<file path="src/rtl/assert_macros.svh">
// ----------------------------------------------------------------------------
// Assertion macros
// Shared concurrent assertion forms, clocked on clk and disabled in reset.
// ----------------------------------------------------------------------------
`ifndef ASSERT_MACROS_SVH
`define ASSERT_MACROS_SVH

// Checks a property at every rising edge outside reset.
`define MSDP_ASSERT(label, prop, msg) \
  label: assert property (@(posedge clk) disable iff (rst) (prop)) else $error(msg);

// Checks that a condition is followed by a consequence in the next cycle.
`define MSDP_ASSERT_NEXT(label, pre, post, msg) \
  label: assert property (@(posedge clk) disable iff (rst) (pre) |=> (post)) else $error(msg);

`endif

</file>
<file path="src/rtl/msdp_pkg.sv">
// ----------------------------------------------------------------------------
// Drum positioner package
// Widths, codes, the half-step coil table and the controller interface types.
// ----------------------------------------------------------------------------
`default_nettype none

package msdp_pkg;

  localparam int CELLS_DEF  = 8;
  localparam int HOME_DEF   = 9;

  localparam int MAXC_W     = 5;
  localparam int SPP_W      = 11;
  localparam int OWED_W     = 16;
  localparam int WORD_W     = 64;
  localparam int MODE_W     = 2;
  localparam int CELL_W     = 3;
  localparam int MASK_W     = 6;
  localparam int ACTION_W   = 2;
  localparam int PHASE_W    = 3;
  localparam int POS_W      = 3;
  localparam int COIL_W     = 4;

  localparam int CFG_INDEX_W = 1;
  localparam int CFG_DATA_W  = 11;

  localparam logic [MAXC_W-1:0] MAXC_RESET = 5'd4;
  localparam logic [SPP_W-1:0]  SPP_RESET  = 11'd512;

  localparam logic [CFG_INDEX_W-1:0] CFG_MAXC = 1'b0;
  localparam logic [CFG_INDEX_W-1:0] CFG_SPP  = 1'b1;

  localparam logic [MODE_W-1:0] MODE_TICK = 2'd0;
  localparam logic [MODE_W-1:0] MODE_SET  = 2'd1;
  localparam logic [MODE_W-1:0] MODE_HOME = 2'd2;

  localparam logic [ACTION_W-1:0] ACT_NONE  = 2'd0;
  localparam logic [ACTION_W-1:0] ACT_FRAME = 2'd1;
  localparam logic [ACTION_W-1:0] ACT_CUT   = 2'd2;

  typedef struct packed {
    logic capture;
    logic aim;
    logic side;
    logic home;
    logic walk_step;
    logic finish;
    logic res_tick;
  } cmd_t;

  typedef struct packed {
    logic [MODE_W-1:0] mode;
    logic              cell_ok;
    logic              busy;
    logic              walk_last;
  } status_t;

  function automatic logic [COIL_W-1:0] coil_code(input logic [PHASE_W-1:0] phase);
    logic [COIL_W-1:0] code;
    unique case (phase)
      3'd0: code = 4'h8;
      3'd1: code = 4'hC;
      3'd2: code = 4'h4;
      3'd3: code = 4'h6;
      3'd4: code = 4'h2;
      3'd5: code = 4'h3;
      3'd6: code = 4'h1;
      3'd7: code = 4'h9;
      default: code = 4'h0;
    endcase
    return code;
  endfunction

endpackage

`default_nettype wire

</file>
<file path="src/rtl/msdp_ctrl.sv">
// ----------------------------------------------------------------------------
// Drum positioner controller
// Sequences one word at a time through decode, aim, home, drum walk and
// result hand-off, and owns both handshakes.
// ----------------------------------------------------------------------------
`default_nettype none
`include "assert_macros.svh"

module msdp_ctrl (
  input  wire logic             clk,
  input  wire logic             rst,
  input  wire logic             in_valid,
  output logic                  in_stall,
  output logic                  out_valid,
  input  wire logic             out_stall,
  input  wire msdp_pkg::status_t status,
  output msdp_pkg::cmd_t        cmd
);

  localparam logic [2:0] S_IDLE   = 3'd0;
  localparam logic [2:0] S_DECODE = 3'd1;
  localparam logic [2:0] S_AIM_L  = 3'd2;
  localparam logic [2:0] S_AIM_R  = 3'd3;
  localparam logic [2:0] S_HOME   = 3'd4;
  localparam logic [2:0] S_WALK   = 3'd5;
  localparam logic [2:0] S_FINISH = 3'd6;

  logic [2:0] state;
  logic [2:0] state_next;
  logic       res_tick;
  logic       res_tick_next;

  always_comb begin
    cmd           = '0;
    state_next    = state;
    res_tick_next = res_tick;
    unique case (state)
      S_IDLE: begin
        if (in_valid) begin
          cmd.capture = 1'b1;
          state_next  = S_DECODE;
        end
      end
      S_DECODE: begin
        res_tick_next = 1'b0;
        priority if (status.mode == msdp_pkg::MODE_SET && status.cell_ok) begin
          state_next = S_AIM_L;
        end else if (status.mode == msdp_pkg::MODE_HOME) begin
          state_next = S_HOME;
        end else if (status.mode == msdp_pkg::MODE_TICK && status.busy) begin
          res_tick_next = 1'b1;
          state_next    = S_WALK;
        end else begin
          state_next = S_FINISH;
        end
      end
      S_AIM_L: begin
        cmd.aim    = 1'b1;
        cmd.side   = 1'b0;
        state_next = S_AIM_R;
      end
      S_AIM_R: begin
        cmd.aim    = 1'b1;
        cmd.side   = 1'b1;
        state_next = S_FINISH;
      end
      S_HOME: begin
        cmd.home   = 1'b1;
        state_next = S_FINISH;
      end
      S_WALK: begin
        cmd.walk_step = 1'b1;
        if (status.walk_last) begin
          state_next = S_FINISH;
        end
      end
      S_FINISH: begin
        if (!out_valid || !out_stall) begin
          cmd.finish   = 1'b1;
          cmd.res_tick = res_tick;
          state_next   = S_IDLE;
        end
      end
      default: begin
        state_next = S_IDLE;
      end
    endcase
  end

  always_ff @(posedge clk) begin
    if (rst) begin
      state     <= S_IDLE;
      res_tick  <= 1'b0;
      out_valid <= 1'b0;
    end else begin
      state    <= state_next;
      res_tick <= res_tick_next;
      if (cmd.finish) begin
        out_valid <= 1'b1;
      end else if (!out_stall) begin
        out_valid <= 1'b0;
      end
    end
  end

  assign in_stall = (state != S_IDLE);

  `MSDP_ASSERT_NEXT(a_accept_decodes, in_valid && !in_stall, state == S_DECODE, "accepted word did not reach decode")
  `MSDP_ASSERT(a_out_from_finish, $rose(out_valid) |-> $past(cmd.finish), "result shown without a finish")

endmodule

`default_nettype wire

</file>
<file path="src/rtl/msdp_datapath.sv">
// ----------------------------------------------------------------------------
// Drum positioner datapath
// Holds the configuration, per-drum phase, position and owed half-steps, and
// the result register. Aim and walk update one drum per cycle, home every drum.
// ----------------------------------------------------------------------------
`default_nettype none
`include "assert_macros.svh"

module msdp_datapath #(
  parameter int CELLS          = msdp_pkg::CELLS_DEF,
  parameter int HOME_POSITIONS = msdp_pkg::HOME_DEF
) (
  input  wire logic                                clk,
  input  wire logic                                rst,
  input  wire msdp_pkg::cmd_t                      cmd,
  output msdp_pkg::status_t                        status,
  input  wire logic [msdp_pkg::MODE_W-1:0]         mode,
  input  wire logic [msdp_pkg::CELL_W-1:0]         cell_req,
  input  wire logic [msdp_pkg::MASK_W-1:0]         mask,
  input  wire logic                                cfg_we,
  input  wire logic [msdp_pkg::CFG_INDEX_W-1:0]    cfg_index,
  input  wire logic [msdp_pkg::CFG_DATA_W-1:0]     cfg_data,
  output logic [msdp_pkg::WORD_W-1:0]              coil_word,
  output logic [msdp_pkg::ACTION_W-1:0]            action,
  output logic                                     ready_res
);

  localparam int DRUMS  = 2 * CELLS;
  localparam int DRUM_W = (DRUMS > 1) ? $clog2(DRUMS) : 1;
  localparam int HOME_W = $clog2(HOME_POSITIONS + 1);
  localparam int MAG_W  = msdp_pkg::SPP_W + HOME_W + 1;
  localparam int OW     = msdp_pkg::OWED_W;

  logic [msdp_pkg::MAXC_W-1:0]  max_conc;
  logic [msdp_pkg::SPP_W-1:0]   spp;
  logic [msdp_pkg::MODE_W-1:0]  mode_q;
  logic [msdp_pkg::CELL_W-1:0]  cell_q;
  logic [msdp_pkg::MASK_W-1:0]  mask_q;

  logic [msdp_pkg::PHASE_W-1:0] phase [DRUMS];
  logic [msdp_pkg::POS_W-1:0]   shown [DRUMS];
  logic signed [OW-1:0]         owed  [DRUMS];
  logic                         busy;
  logic [DRUM_W-1:0]            walk_idx;
  logic [msdp_pkg::MAXC_W-1:0]  stepped;
  logic                         owing;

  logic [DRUM_W-1:0]            sel;
  logic [msdp_pkg::POS_W-1:0]   want;
  logic signed [4:0]            delta_raw;
  logic signed [4:0]            delta;
  logic signed [16:0]           delta_x;
  logic signed [16:0]           spp_x;
  logic signed [16:0]           prod;
  logic signed [17:0]           sum;
  logic signed [OW-1:0]         aim_owed;
  logic signed [OW-1:0]         cur;
  logic [MAG_W-1:0]             home_mag;
  logic signed [OW-1:0]         home_back;
  logic                         can_step;
  logic                         busy_after;
  logic                         tick_cut;
  logic [msdp_pkg::WORD_W-1:0]  frame;

  assign sel  = cmd.aim ? DRUM_W'({cell_q, cmd.side}) : walk_idx;
  assign want = cmd.side ? mask_q[5:3] : mask_q[2:0];
  assign cur  = owed[sel];

  always_comb begin
    delta_raw = $signed({2'b00, want}) - $signed({2'b00, shown[sel]});
    if (delta_raw > 5'sd4) begin
      delta = delta_raw - 5'sd8;
    end else if (delta_raw < -5'sd4) begin
      delta = delta_raw + 5'sd8;
    end else begin
      delta = delta_raw;
    end
    delta_x = 17'(delta);
    spp_x   = $signed({6'b000000, spp});
    prod    = delta_x * spp_x;
    sum     = 18'(cur) + 18'(prod);
    if (sum > 18'sd32767) begin
      aim_owed = 16'sh7FFF;
    end else if (sum < -18'sd32768) begin
      aim_owed = 16'sh8000;
    end else begin
      aim_owed = sum[OW-1:0];
    end
  end

  always_comb begin
    home_mag = MAG_W'(spp) * MAG_W'(HOME_POSITIONS);
    if (home_mag > MAG_W'(32768)) begin
      home_back = 16'sh8000;
    end else begin
      home_back = OW'(MAG_W'(0) - home_mag);
    end
  end

  assign can_step   = (stepped < max_conc);
  assign tick_cut   = cmd.res_tick && (stepped == '0) && !owing;
  assign busy_after = tick_cut ? 1'b0 : busy;

  always_comb begin
    frame = '0;
    for (int d = 0; d < DRUMS; d++) begin
      frame[msdp_pkg::COIL_W*d +: msdp_pkg::COIL_W] = msdp_pkg::coil_code(phase[d]);
    end
  end

  always_ff @(posedge clk) begin
    if (rst) begin
      max_conc <= msdp_pkg::MAXC_RESET;
      spp      <= msdp_pkg::SPP_RESET;
      busy     <= 1'b0;
      walk_idx <= '0;
      stepped  <= '0;
      owing    <= 1'b0;
      for (int d = 0; d < DRUMS; d++) begin
        phase[d] <= '0;
        shown[d] <= '0;
        owed[d]  <= '0;
      end
    end else begin
      if (cfg_we) begin
        unique case (cfg_index)
          msdp_pkg::CFG_MAXC: max_conc <= cfg_data[msdp_pkg::MAXC_W-1:0];
          msdp_pkg::CFG_SPP:  spp      <= cfg_data[msdp_pkg::SPP_W-1:0];
          default: ;
        endcase
      end
      if (cmd.capture) begin
        walk_idx <= '0;
        stepped  <= '0;
        owing    <= 1'b0;
      end
      if (cmd.aim) begin
        shown[sel] <= want;
        owed[sel]  <= aim_owed;
        busy       <= 1'b1;
      end
      if (cmd.home) begin
        for (int d = 0; d < DRUMS; d++) begin
          owed[d]  <= home_back;
          shown[d] <= '0;
        end
        busy <= 1'b1;
      end
      if (cmd.walk_step) begin
        walk_idx <= walk_idx + 1'b1;
        if (cur != '0) begin
          owing <= 1'b1;
          if (can_step) begin
            stepped <= stepped + 1'b1;
            if (!cur[OW-1]) begin
              phase[sel] <= phase[sel] + 1'b1;
              owed[sel]  <= cur - 16'sd1;
            end else begin
              phase[sel] <= phase[sel] - 1'b1;
              owed[sel]  <= cur + 16'sd1;
            end
          end
        end
      end
      if (cmd.finish) begin
        busy <= busy_after;
      end
    end
  end

  always_ff @(posedge clk) begin
    if (cmd.capture) begin
      mode_q <= mode;
      cell_q <= cell_req;
      mask_q <= mask;
    end
    if (cmd.finish) begin
      ready_res <= !busy_after;
      if (cmd.res_tick && stepped != '0) begin
        coil_word <= frame;
        action    <= msdp_pkg::ACT_FRAME;
      end else if (tick_cut) begin
        coil_word <= '0;
        action    <= msdp_pkg::ACT_CUT;
      end else begin
        coil_word <= '0;
        action    <= msdp_pkg::ACT_NONE;
      end
    end
  end

  assign status.mode      = mode_q;
  assign status.cell_ok   = ({1'b0, cell_q} < 4'(CELLS));
  assign status.busy      = busy;
  assign status.walk_last = (walk_idx == DRUM_W'(DRUMS - 1));

  `MSDP_ASSERT_NEXT(a_step_limit, cmd.walk_step && stepped >= max_conc, stepped == $past(stepped), "drum stepped beyond the concurrency limit")
  `MSDP_ASSERT(a_idle_from_tick, $fell(busy) |-> $past(cmd.finish && cmd.res_tick), "busy cleared outside a finished tick")

endmodule

`default_nettype wire

</file>
<file path="src/rtl/multi_stepper_drum_positioner.sv">
// ----------------------------------------------------------------------------
// Multi stepper drum positioner
// Two half-step stepper drums per cell: aiming, homing and coil sequencing.
// ----------------------------------------------------------------------------
// Input words carry mode, cell_req and mask on a valid/stall channel; every
// accepted word yields exactly one result word (coil_word, action, ready_res)
// on the output valid/stall channel. A set word for an existing cell aims its two
// drums, a home word makes every drum owe HOME_POSITIONS positions backwards, and a
// tick word steps up to the concurrency limit of owing drums and returns the coil
// frame if any drum stepped. Words are processed one at a time: decode, then left
// and right aim for a valid set word, home for a home word, or the walk over the
// drums at one drum per cycle for a tick that finds drums busy, then finish. A
// new word is accepted the cycle after a result is loaded into the output
// register, even while that result waits. Configuration is written through
// cfg_we, cfg_index and cfg_data and takes effect at once. Synchronous reset
// clears all phases, positions, owed steps and the busy flag and restores the
// register defaults. A stalled receiver holds the result steady and, once a
// further word is done, holds that word.
// ----------------------------------------------------------------------------
`default_nettype none

module multi_stepper_drum_positioner #(
  parameter int CELLS          = msdp_pkg::CELLS_DEF,
  parameter int HOME_POSITIONS = msdp_pkg::HOME_DEF
) (
  input  wire logic                             clk,
  input  wire logic                             rst,
  input  wire logic                             in_valid,
  output logic                                  in_stall,
  input  wire logic [msdp_pkg::MODE_W-1:0]      mode,
  input  wire logic [msdp_pkg::CELL_W-1:0]      cell_req,
  input  wire logic [msdp_pkg::MASK_W-1:0]      mask,
  output logic                                  out_valid,
  input  wire logic                             out_stall,
  output logic [msdp_pkg::WORD_W-1:0]           coil_word,
  output logic [msdp_pkg::ACTION_W-1:0]         action,
  output logic                                  ready_res,
  input  wire logic                             cfg_we,
  input  wire logic [msdp_pkg::CFG_INDEX_W-1:0] cfg_index,
  input  wire logic [msdp_pkg::CFG_DATA_W-1:0]  cfg_data
);

  msdp_pkg::cmd_t    cmd;
  msdp_pkg::status_t status;

  msdp_ctrl u_ctrl (
    .clk       (clk),
    .rst       (rst),
    .in_valid  (in_valid),
    .in_stall  (in_stall),
    .out_valid (out_valid),
    .out_stall (out_stall),
    .status    (status),
    .cmd       (cmd)
  );

  msdp_datapath #(
    .CELLS          (CELLS),
    .HOME_POSITIONS (HOME_POSITIONS)
  ) u_datapath (
    .clk       (clk),
    .rst       (rst),
    .cmd       (cmd),
    .status    (status),
    .mode      (mode),
    .cell_req  (cell_req),
    .mask      (mask),
    .cfg_we    (cfg_we),
    .cfg_index (cfg_index),
    .cfg_data  (cfg_data),
    .coil_word (coil_word),
    .action    (action),
    .ready_res (ready_res)
  );

endmodule

`default_nettype wire

</file>
<file path="config.mk">
export PLATFORM = sky130hd
export DESIGN_NAME = multi_stepper_drum_positioner
export DESIGN_NICKNAME = d
export VERILOG_FILES = /design/src/rtl/msdp_pkg.sv /design/src/rtl/msdp_ctrl.sv /design/src/rtl/msdp_datapath.sv /design/src/rtl/multi_stepper_drum_positioner.sv
export VERILOG_INCLUDE_DIRS = /design/src /design/src/rtl
export SDC_FILE = /design/constraint.sdc
export NUM_CORES = 1
export LEC_CHECK = 0
export BUFFER_PORTS_ARGS = -buffer_cell sky130_fd_sc_hd__buf_2
export CORE_MARGIN = 2
export CORE_UTILIZATION = 47
export DETAILED_ROUTE_END_ITERATION = 8
export GPL_TIMING_DRIVEN = 0
export PLACE_DENSITY = 0.6
export SYNTH_ARGS = -nofsm -noshare
export SYNTH_HDL_FRONTEND = slang
export SYNTH_SLANG_ARGS = --single-unit
</file>
<file path="constraint.sdc">
create_clock -name clk -period 29.2 [get_ports clk]
set_input_delay 2.92 -clock clk [delete_from_list [all_inputs] [get_ports clk]]
set_output_delay 2.92 -clock clk [all_outputs]
set_load 0.005 [all_outputs]
</file>
==> results of run 1 <==
==> kinds of logic after synthesis <==
logic type,count (synthesis)
flip-flops,462
AND/OR/NAND/NOR,628
multiplexers,66
AO/OA/AOI/OAI,718
buffers and inverters,258
adder cells (fa/ha/maj),112
XOR/XNOR,46
==> area by class of cell <==
type | instances | area share (%)
tap | 688 | 3.06
clock inverter | 24 | 0.654
multi-input combinational | 1570 | 36.9
buffer | 152 | 2.65
timing repair buffer | 109 | 2.68
inverter | 106 | 1.41
sequential | 462 | 48.2
clock buffer | 61 | 4.52
==> synthesized netlist by cell type, drive strengths merged (25+ instances only) <==
| cell type | instances | share of area (%) |
|---|---|---|
| xnor2 | 30 | 1.1 |
| o21ai | 302 | 6.1 |
| nor2 | 208 | 3.2 |
| ha | 66 | 3.3 |
| a21oi | 122 | 2.5 |
| a22oi | 129 | 3.9 |
| buf | 80 | 1.9 |
| a21o | 28 | 0.84 |
| nand2 | 197 | 3.0 |
| nor3 | 47 | 0.96 |
| nand2b | 34 | 0.85 |
| o22ai | 49 | 1.2 |
| dfxtp | 32 | 2.6 |
| edfxtp | 430 | 52 |
| clkbuf | 72 | 1.1 |
| mux2i | 33 | 1.3 |
| o21bai | 25 | 0.75 |
| mux2 | 33 | 1.5 |
| fa | 46 | 3.7 |
| inv | 104 | 1.6 |
==> metrics by stage <==
stage                     cell area (um^2)  setup WS [ps]
after detailed placement             26700          16470
after floorplan                      25000          19990
after global placement               26300          16640
after global routing                 28100          15450
after CTS                            28100          16400
final                                28100          16320
==> state kept, by name, indices dropped and copies added (netlist names), 2 cells and up <==
register and cells:
u_datapath.action 2, u_datapath.max_conc 5, u_datapath.walk_idx 4, u_datapath.spp 11
u_datapath.owed 256, u_datapath.mask_q 6, u_datapath.cell_q 3, u_datapath.coil_word 64
u_ctrl.state 3, u_datapath.phase 48, u_datapath.stepped 5, u_datapath.mode_q 2
u_datapath.shown 48
==> layer usage <==
metal / vias to the layer above / GRT usage, % / share of wire [%]
li1: 8787 / - / -
met2: 1052 / 50.2 / 48
met3: 244 / 7.31 / 10
met5: - / 0 / 0
met4: 0 / 12.7 / 4.5
met1: 9649 / 36.2 / 37
==> placed cells by master, fill, tap and decap left out, types with 82 or more instances in the layout <==
cell type,synthesis,routed
a22oi_1,129,129
buf_2,44,140
nand2_1,197,197
nor2_1,206,206
o21ai_0,169,169
edfxtp_1,430,430
o21ai_1,126,126
inv_1,99,99
clkbuf_1,72,82
a21oi_1,120,119
==> final timing paths <==
path / start / to / slack (ps) / cells after the start
setup / recovery: u_ctrl.state[2]$_SDFFE_PP0P_ / u_datapath.owed[7][5]$_DFFE_PP_ / 16320 / 36
hold / removal: u_datapath.max_conc[0]$_SDFFE_PP0P_ / u_datapath.max_conc[0]$_SDFFE_PP0P_ / 500 / 2
hold reg to reg: u_datapath.max_conc[0]$_SDFFE_PP0P_ / u_datapath.max_conc[0]$_SDFFE_PP0P_ / 500 / 2
setup reg to reg: u_ctrl.state[2]$_SDFFE_PP0P_ / u_datapath.owed[7][5]$_DFFE_PP_ / 16320 / 36
==> critical path: cells and delay by family, from the launching register on <==
kind / cells / cell delay (ps)
AO/OA/AOI/OAI: 13 / 4640
XOR/XNOR: 2 / 930
adder cells (fa/ha/maj): 6 / 2960
buffers and inverters: 11 / 3060
flip-flops: 1 / 370
AND/OR/NAND/NOR: 4 / 610
==> results.cfg, run 1 <==
[setup_path]
worst_ep_required_time_ps = 29530
critPathLaunchType = flip-flop
cp-end-kind = flip-flop
critPathMaxFanout = 10
worstPathArrival_ps = 13200
critical-path-max-stage-delay_ps = 980
crit_slowest_cell = a31oi_1
timing_worst_setup_path_type = reg2reg
path_common_cell = fa_1

[sta]
finalHoldViolations = 0
drv_slew = 0
min_period_ps = 12880
skew_ps = 23.3
setup_viol = 0
max_freq_mhz = 77.7
slew_headroom_pct = 13.3
worst_pin_slew_ps = 1290
whs_ps = 502
fin_setup_tns_ps = 0
period_share_pct = 44.1
grt_setup_unrepaired = no

[cells_and_area]
antenna_cells = 0
drive_gt1_share_pct = 13.6
utilization_pct = 53.5
nets = 2589
multiInputGateArea_um2 = 10400
stdcell_count = 3172
fillCellCount = 4665
syn2layout_area_growth_pct = 12.5
seqCellArea_um2 = 13600

[placement]
gp_congestion = 0.909
portBuffers = 96
place_hpwl_mm = 58.6
dp.cells = 3087

[cts]
cts_resized = 0
cts.sink_count = 462
htree_levels = 2
postCtsSetupRepairBufs = 0
cts_hold_buf = 0
cts_tree = done
clk_latency_ps = 600
clockBufferDepth = 3
numCtsBuffers = 48
clockRootBuffer = clkbuf_16
path_clk_slew_ps = 60

[drt]
drt_wl_total_mm = 82.5
post_drt_wl_per_cell_um = 26.0
drc = 0
drt_iter0_markers = 2337
vias_per_cell = 6.22
num_vias = 19732
first_pass_iters = 5
ant_nets = 0

[run]
maxCapViolCount = 0

[run_status]
outcome = finished, final reports clean

[synthesis]
yosys.area_share.xor_xnor_pct = 1.61
synth_edf_count = 430
ys_ff_latch = 462
synth.avg_cell_area_um2 = 10.9
ys.flop_type = edfxtp_1
syn_inst = 2290
netlist_area_um2 = 25000
synth-async-reset-ratio_pct = 0
muxShareOfSynthArea_pct = 2.81
yosys.area_share.adder_pct = 6.98
yosys_warnings = 0
synthesis.nets = 2430
synth-seq-area-share_pct = 54.2
synth-compound-area-share_pct = 17.6
yosys.area_share.simple_pct = 12.2
synth_cell_type_count = 80
synth_top_family_by_area = compound AO/OA/AOI/OAI gates

[global_routing]
antenna_found_initial = 0
grt_overflow = 0
grt_pass1_vias = 19525
globalRouteTotalUtil_pct = 29.7
grt_max_degree = 33
grt_pass1_wl_mm = 123

[die]
die_area_um2 = 55100
ios = 97
core_area_um2 = 52600
rows = 84
die_y_um = 235
die_x_um = 235
initial_core_util_pct = 47.6

[worst_hold_path]
hold_class = reg2reg
Power of run 1 is not shown: default switching activity piles up to over one toggle a cycle in this logic, so the estimate is an artifact.
==> run 2: changes to the inputs <==
--- a/config.mk
+++ b/config.mk
@@ -6,12 +6,13 @@
 export SDC_FILE = /design/constraint.sdc
 export NUM_CORES = 1
 export LEC_CHECK = 0
+export ABC_AREA = 1
 export BUFFER_PORTS_ARGS = -buffer_cell sky130_fd_sc_hd__buf_2
 export CORE_MARGIN = 2
 export CORE_UTILIZATION = 47
 export DETAILED_ROUTE_END_ITERATION = 8
 export GPL_TIMING_DRIVEN = 0
-export PLACE_DENSITY = 0.6
+export PLACE_DENSITY = 0.63
 export SYNTH_ARGS = -nofsm -noshare
 export SYNTH_HDL_FRONTEND = slang
 export SYNTH_SLANG_ARGS = --single-unit
==> constraint.sdc (replaced) <==
create_clock -name clk -period 11.7 [get_ports clk]
set_input_delay 1.17 -clock clk [delete_from_list [all_inputs] [get_ports clk]]
set_output_delay 1.17 -clock clk [all_outputs]
set_load 0.005 [all_outputs]
==> run 2 against run 1 <==
Wire length increased by 9.0%. Die area increased by 6.9%. Maximum frequency increased by 15%. The run now ends with capacitance limit left. Register-to-register slack got worse by 16000 ps. Cell count increased by 31%. Clock-buffer cell count increased by 5. Global-route usage increased by 0.45 points. Worst hold slack got worse by 22 ps.
==> results.cfg, run 2 <==
[cells_and_area]
largest_register_ffs = 256
seqCellArea_um2 = 13600
nets = 3505
syn2layout_area_growth_pct = 12.1
largest_registers = u_datapath.owed (256), u_datapath.coil_word (64)
drive_gt1_share_pct = 10.6
top_register = u_datapath.owed
final_cell_mix = 1482 x nand2_1, 430 x edfxtp_1, 216 x nor2_1
fillCellCount = 5288
layout_commonest_cell = nand2_1
multiInputGateArea_um2 = 11600

[drt]
drt_wl_total_mm = 89.9
drt_iter0_markers = 2879
drc = 0
route.met2.wl_mm = 40.9
ant_nets = 0
routed-wl-met3_mm = 8.79
vias_per_cell = 5.64
top_layer_used = met4
num_vias = 23503
wl_met1_mm = 35.9
first_pass_iters = 8
post_drt_wl_per_cell_um = 21.6

[cts]
htree_levels = 2
clockBufferDepth = 3
cts.sink_count = 462
cts_tree = done
cts_hold_buf = 0
numCtsBuffers = 52
path_clk_slew_ps = 60
clockRootBuffer = clkbuf_16
clk_latency_ps = 640

[die]
core_area_um2 = 56300
die_x_um = 243
rows = 87
die_y_um = 243
die_area_um2 = 58800
initial_core_util_pct = 47.5
ios = 97

[synthesis]
synth.avg_cell_area_um2 = 8.33
muxShareOfSynthArea_pct = 0.0374
yosys_warnings = 0
synth_area_leaders = edfxtp_1 48%, nand2_1 21%, fa_1 3.4%
synth_cell_type_count = 52
synth.largest_area_cell = edfxtp_1
ys_ff_latch = 462
netlist_area_um2 = 26700
yosys.area_share.adder_pct = 6.53
synth-compound-area-share_pct = 5.87
synth-async-reset-ratio_pct = 0
synth-seq-area-share_pct = 50.7
synth_edf_count = 430
synthDominantCellAreaShare_pct = 48.3
synth.top_cells.by_count = 1482 x nand2_1, 430 x edfxtp_1, 217 x nor2_1
ys.flop_type = edfxtp_1
syn_inst = 3210
yosys.area_share.xor_xnor_pct = 1.04
yosys.area_share.simple_pct = 29.8
synthesis.nets = 3350
yosysMostFrequentCell = nand2_1
synth_top_family_by_area = simple AND/OR/NAND/NOR gates

[setup_path]
r2r_slack_ps = 520
path_common_cell = nand2_1
critical-path-max-stage-delay_ps = 710
timing_worst_setup_path_type = reg2reg
crit_slowest_cell = fa_1
cp-end-kind = flip-flop
worstPathArrival_ps = 11530
critPathMaxFanout = 10
r2r_end = u_datapath.owed[5][10]$_DFFE_PP_
critPathLaunchType = flip-flop
r2r_start = u_ctrl.state[2]$_SDFFE_PP0P_
reg2regPathDepth = 43
worst_ep_required_time_ps = 12060

[worst_hold_path]
hp-start = u_datapath.max_conc[4]$_SDFFE_PP0P_
hold_class = reg2reg
min_path_cells = 2
whs_endpoint = u_datapath.max_conc[4]$_SDFFE_PP0P_

[sta]
max_freq_mhz = 89.5
finalHoldViolations = 0
min_period_ps = 11180
fin_setup_tns_ps = 0
worst_pin_slew_ps = 1480
fin_ws_ps = 522
drv_slew = 0
setup_viol = 0
skew_ps = 24.1
grt_setup_unrepaired = no
period_share_pct = 95.5
slew_headroom_pct = 0.540

[run_status]
violations = capacitance limit
outcome = finished with violations

[run]
maxCapViolCount = 1

[global_routing]
grt_pass1_vias = 22138
grt_max_degree = 41
antenna_found_initial = 0
globalRouteTotalUtil_pct = 30.2
grt_overflow = 0
grt_pass1_wl_mm = 134

[placement]
portBuffers = 96
place_hpwl_mm = 63.9
place_ws_ps = 730
gp_congestion = 0.926
-- run 2: cell types whose count changed in the layout (fill, tap and decap cells not counted), sizes merged, moves of 26 or more --
cell	before	now
nand2b	34	0
nand2	197	1518
a22oi	129	0
nor2	208	240
mux2i	33	1
a21o	28	2
nand3	23	155
nor3	47	14
inv	107	225
o22ai	49	81
mux2	33	0
o21ai	302	88
-- run 2: timing repair --
action,4_1_cts,5_1_grt
setup buffers,0,0
resized for setup,0,2
setup endpoints to repair,0,7
hold endpoints to repair,0,0
-- run 2: worst max path at each step --
stage | startpoint | cells past startpoint | to
after floorplan | u_ctrl.state[1]$_SDFFE_PP0P_ | 46 | u_datapath.owed[7][10]$_DFFE_PP_
after global placement | u_ctrl.state[2]$_SDFFE_PP0P_ | 43 | u_datapath.owed[5][10]$_DFFE_PP_
after detailed placement | u_ctrl.state[2]$_SDFFE_PP0P_ | 43 | u_datapath.owed[5][10]$_DFFE_PP_
after CTS | u_ctrl.state[2]$_SDFFE_PP0P_ | 43 | u_datapath.owed[5][10]$_DFFE_PP_
after global routing | u_ctrl.state[2]$_SDFFE_PP0P_ | 43 | u_datapath.owed[7][10]$_DFFE_PP_
final | u_ctrl.state[2]$_SDFFE_PP0P_ | 43 | u_datapath.owed[5][10]$_DFFE_PP_
-- run 2: layout make-up --
type	instances	share of cell area, %
timing repair buffer	101	1.93
multi-input combinational	2386	38.7
inverter	229	2.88
buffer	133	2.56
sequential	462	45.2
clock inverter	30	0.947
clock buffer	66	4.62
tap	756	3.15
antenna	1	0.00835
-- run 2: layer usage --
metal  vias up  GRT usage, %
met2      1294          48.2
met4         0          13.5
met3       225          4.24
met1     11182          41.0
met5         -             0
li1      10802             -
-- run 2: critical path: cells and delay by family (launching register included) --
kind	cells	cell delay (ps)
fa+ha+maj	7	3160
buf+inv	12	3010
simple gates	16	2350
compound gates	7	1640
flops	1	360
xor+xnor	1	350
-- run 2: cell families (layout without fill, tap and decap cells) --
family | count (synthesis) | after routing
and+or+nand+nor | 1960 | 1960
xor gates and xnor gates | 31 | 31
AOI/OAI and AO/OA | 282 | 282
buffers and inverters | 362 | 559
DFF | 462 | 462
other | 0 | 1
adders and majority gates | 112 | 112
muxes | 1 | 1
-- run 2: stage by stage --
stage	instances	hold WS, ps	util, %	area [um^2]
global placement	4062	457	50.1	28200
global route	4163	510	53.3	30000
detailed placement	4064	479	50.2	28200
finish	4164	480	53.3	30000
floorplan	3210	433	-	26700
CTS	4160	487	53.1	29900
Power of run 2 is left out for the same reason.
==> run 3: changes to the inputs <==
--- a/config.mk
+++ b/config.mk
@@ -6,13 +6,13 @@
 export SDC_FILE = /design/constraint.sdc
 export NUM_CORES = 1
 export LEC_CHECK = 0
-export ABC_AREA = 1
+export ABC_AREA = 0
 export BUFFER_PORTS_ARGS = -buffer_cell sky130_fd_sc_hd__buf_2
 export CORE_MARGIN = 2
-export CORE_UTILIZATION = 47
+export CORE_UTILIZATION = 57
 export DETAILED_ROUTE_END_ITERATION = 8
 export GPL_TIMING_DRIVEN = 0
-export PLACE_DENSITY = 0.63
+export PLACE_DENSITY = 0.74
 export SYNTH_ARGS = -nofsm -noshare
 export SYNTH_HDL_FRONTEND = slang
 export SYNTH_SLANG_ARGS = --single-unit
==> run 3 against run 2 <==
The run now ends clean. Register-to-register slack improved by 170 ps. Cell count shrank 26%. Worst hold slack improved by 31 ps. Wire length down 18%. Largest cell class unchanged.
==> results.cfg, run 3 (synthesized netlist as in run 1, its figures left out) <==
[run_status]
outcome = finished, final reports clean

[setup_path]
critPathMaxFanout = 10
crit_slowest_cell = or4b_1
cp-end-kind = flip-flop
critical-path-max-stage-delay_ps = 570
startpoint = u_datapath.cell_q[0]$_DFFE_PP_
critPathLaunchType = flip-flop
path_common_cell = fa_1
worstPathArrival_ps = 11430
timing_worst_setup_path_type = reg2reg
r2r_start = u_datapath.cell_q[0]$_DFFE_PP_
worst_ep_required_time_ps = 12120

[die]
die_x_um = 213
core_area_um2 = 43200
die_y_um = 213
die_area_um2 = 45600
ios = 97
initial_core_util_pct = 57.9
rows = 76

[global_routing]
antenna_found_initial = 0
grt_max_degree = 34
grt_overflow = 0
globalRouteTotalUtil_pct = 32.7
grt_pass1_vias = 19317
grt_pass1_wl_mm = 112

[run]
maxCapViolCount = 0

[cts]
numCtsBuffers = 48
htree_levels = 2
cts_hold_buf = 0
clk_latency_ps = 610
path_clk_slew_ps = 60
cts.sink_count = 462
cts_tree = done
clockRootBuffer = clkbuf_16
clockBufferDepth = 3

[drt]
vias_per_cell = 6.49
post_drt_wl_per_cell_um = 24.0
drt_iter0_markers = 2450
ant_nets = 0
num_vias = 19895
drt_wl_total_mm = 73.6
drc = 0
first_pass_iters = 6

[worst_hold_path]
hold_class = reg2reg
hp-start = u_datapath.owing$_SDFF_PP0_

[sta]
finalHoldViolations = 0
worst_pin_slew_ps = 1310
max_freq_mhz = 90.8
skew_ps = 35.3
setup_viol = 0
drv_slew = 0
slew_headroom_pct = 12.3
min_period_ps = 11010
period_share_pct = 94.1
grt_setup_unrepaired = no
fin_ws_ps = 690

[cells_and_area]
syn2layout_area_growth_pct = 12.0
top_register = u_datapath.owed
layout_commonest_cell = edfxtp_1
nets = 2588
drive_gt1_share_pct = 14.4
largest_register_ffs = 256
largest_registers = u_datapath.owed (256), u_datapath.coil_word (64)
antenna_cells = 0
final_cell_mix = 430 x edfxtp_1, 206 x nor2_1, 197 x nand2_1
fillCellCount = 3400

[placement]
place_hpwl_mm = 54.5
gp_congestion = 0.950
portBuffers = 96
place_ws_ps = -974
-- run 3: changes by cell type in the layout (fill, tap and decap cells not counted), moves of 26 or more --
cell	change
nand2_1	-1285
mux2_2	+33
nor3_1	+36
nand2_2	-32
inv_1	-111
mux2i_1	+32
a22oi_1	+129
o21ai_1	+119
nand3_1	-120
o21ai_0	+88
nand2b_1	+34
o22ai_1	-32
a21o_1	+26
-- run 3: worst paths after layout --
kind | slack, ps | cells past startpoint | to
max | 690 | 35 | u_datapath.owed[5][8]$_DFFE_PP_
min | 510 | 2 | u_datapath.owing$_SDFF_PP0_
max reg2reg | 690 | 35 | u_datapath.owed[5][8]$_DFFE_PP_
min reg2reg | 510 | 2 | u_datapath.owing$_SDFF_PP0_
-- run 3: through the flow --
| step | instance area, um^2 | setup TNS (ps) | std cells | utilization (%) | hold slack, ps |
|---|---|---|---|---|---|
| finish | 28000 | 0 | 3067 | 64.9 | 511 |
| global route | 28000 | 0 | 3067 | 64.9 | 528 |
| CTS | 27900 | 0 | 3063 | 64.7 | 504 |
| detailed placement | 26400 | -144730 | 2980 | 61.2 | 490 |
| global placement | 26200 | -84190 | 2971 | 60.7 | 476 |
| floorplan | 25000 | 0 | 2290 | - | 457 |
-- run 3: per-layer routing --
layer / GRT usage [%] / share of wire, % / up-vias
li1: - / - / 8770
met1: 43.0 / 38 / 9654
met2: 53.7 / 47 / 1259
met3: 6.18 / 11 / 212
met4: 13.4 / 4.0 / 0
met5: 0 / 0 / -
-- run 3: critical path, delay by kind of cell (launching register included) --
family	cells	cell delay, ps
DFF	1	480
xor gates and xnor gates	2	590
adders and majority gates	7	3270
buffers and inverters	9	1960
AOI/OAI and AO/OA	14	3600
and+or+nand+nor	3	930
-- run 3: area by class of cell --
class,instances,area (um^2),area share (%)
Buffer,149,742,2.65
Inverter,106,398,1.42
Clock inverter,25,204,0.728
Timing Repair Buffer,111,671,2.39
Sequential cell,462,13600,48.4
Tap cell,585,732,2.61
Multi-Input combinational cell,1570,10500,37.3
Clock buffer,59,1260,4.51
-- run 3: timing repair --
item,in CTS,in global routing
resized for setup,8,17
setup endpoints to repair,250,250
pin swaps,0,1
setup buffers,0,6
Power of run 3 is left out for the same reason.
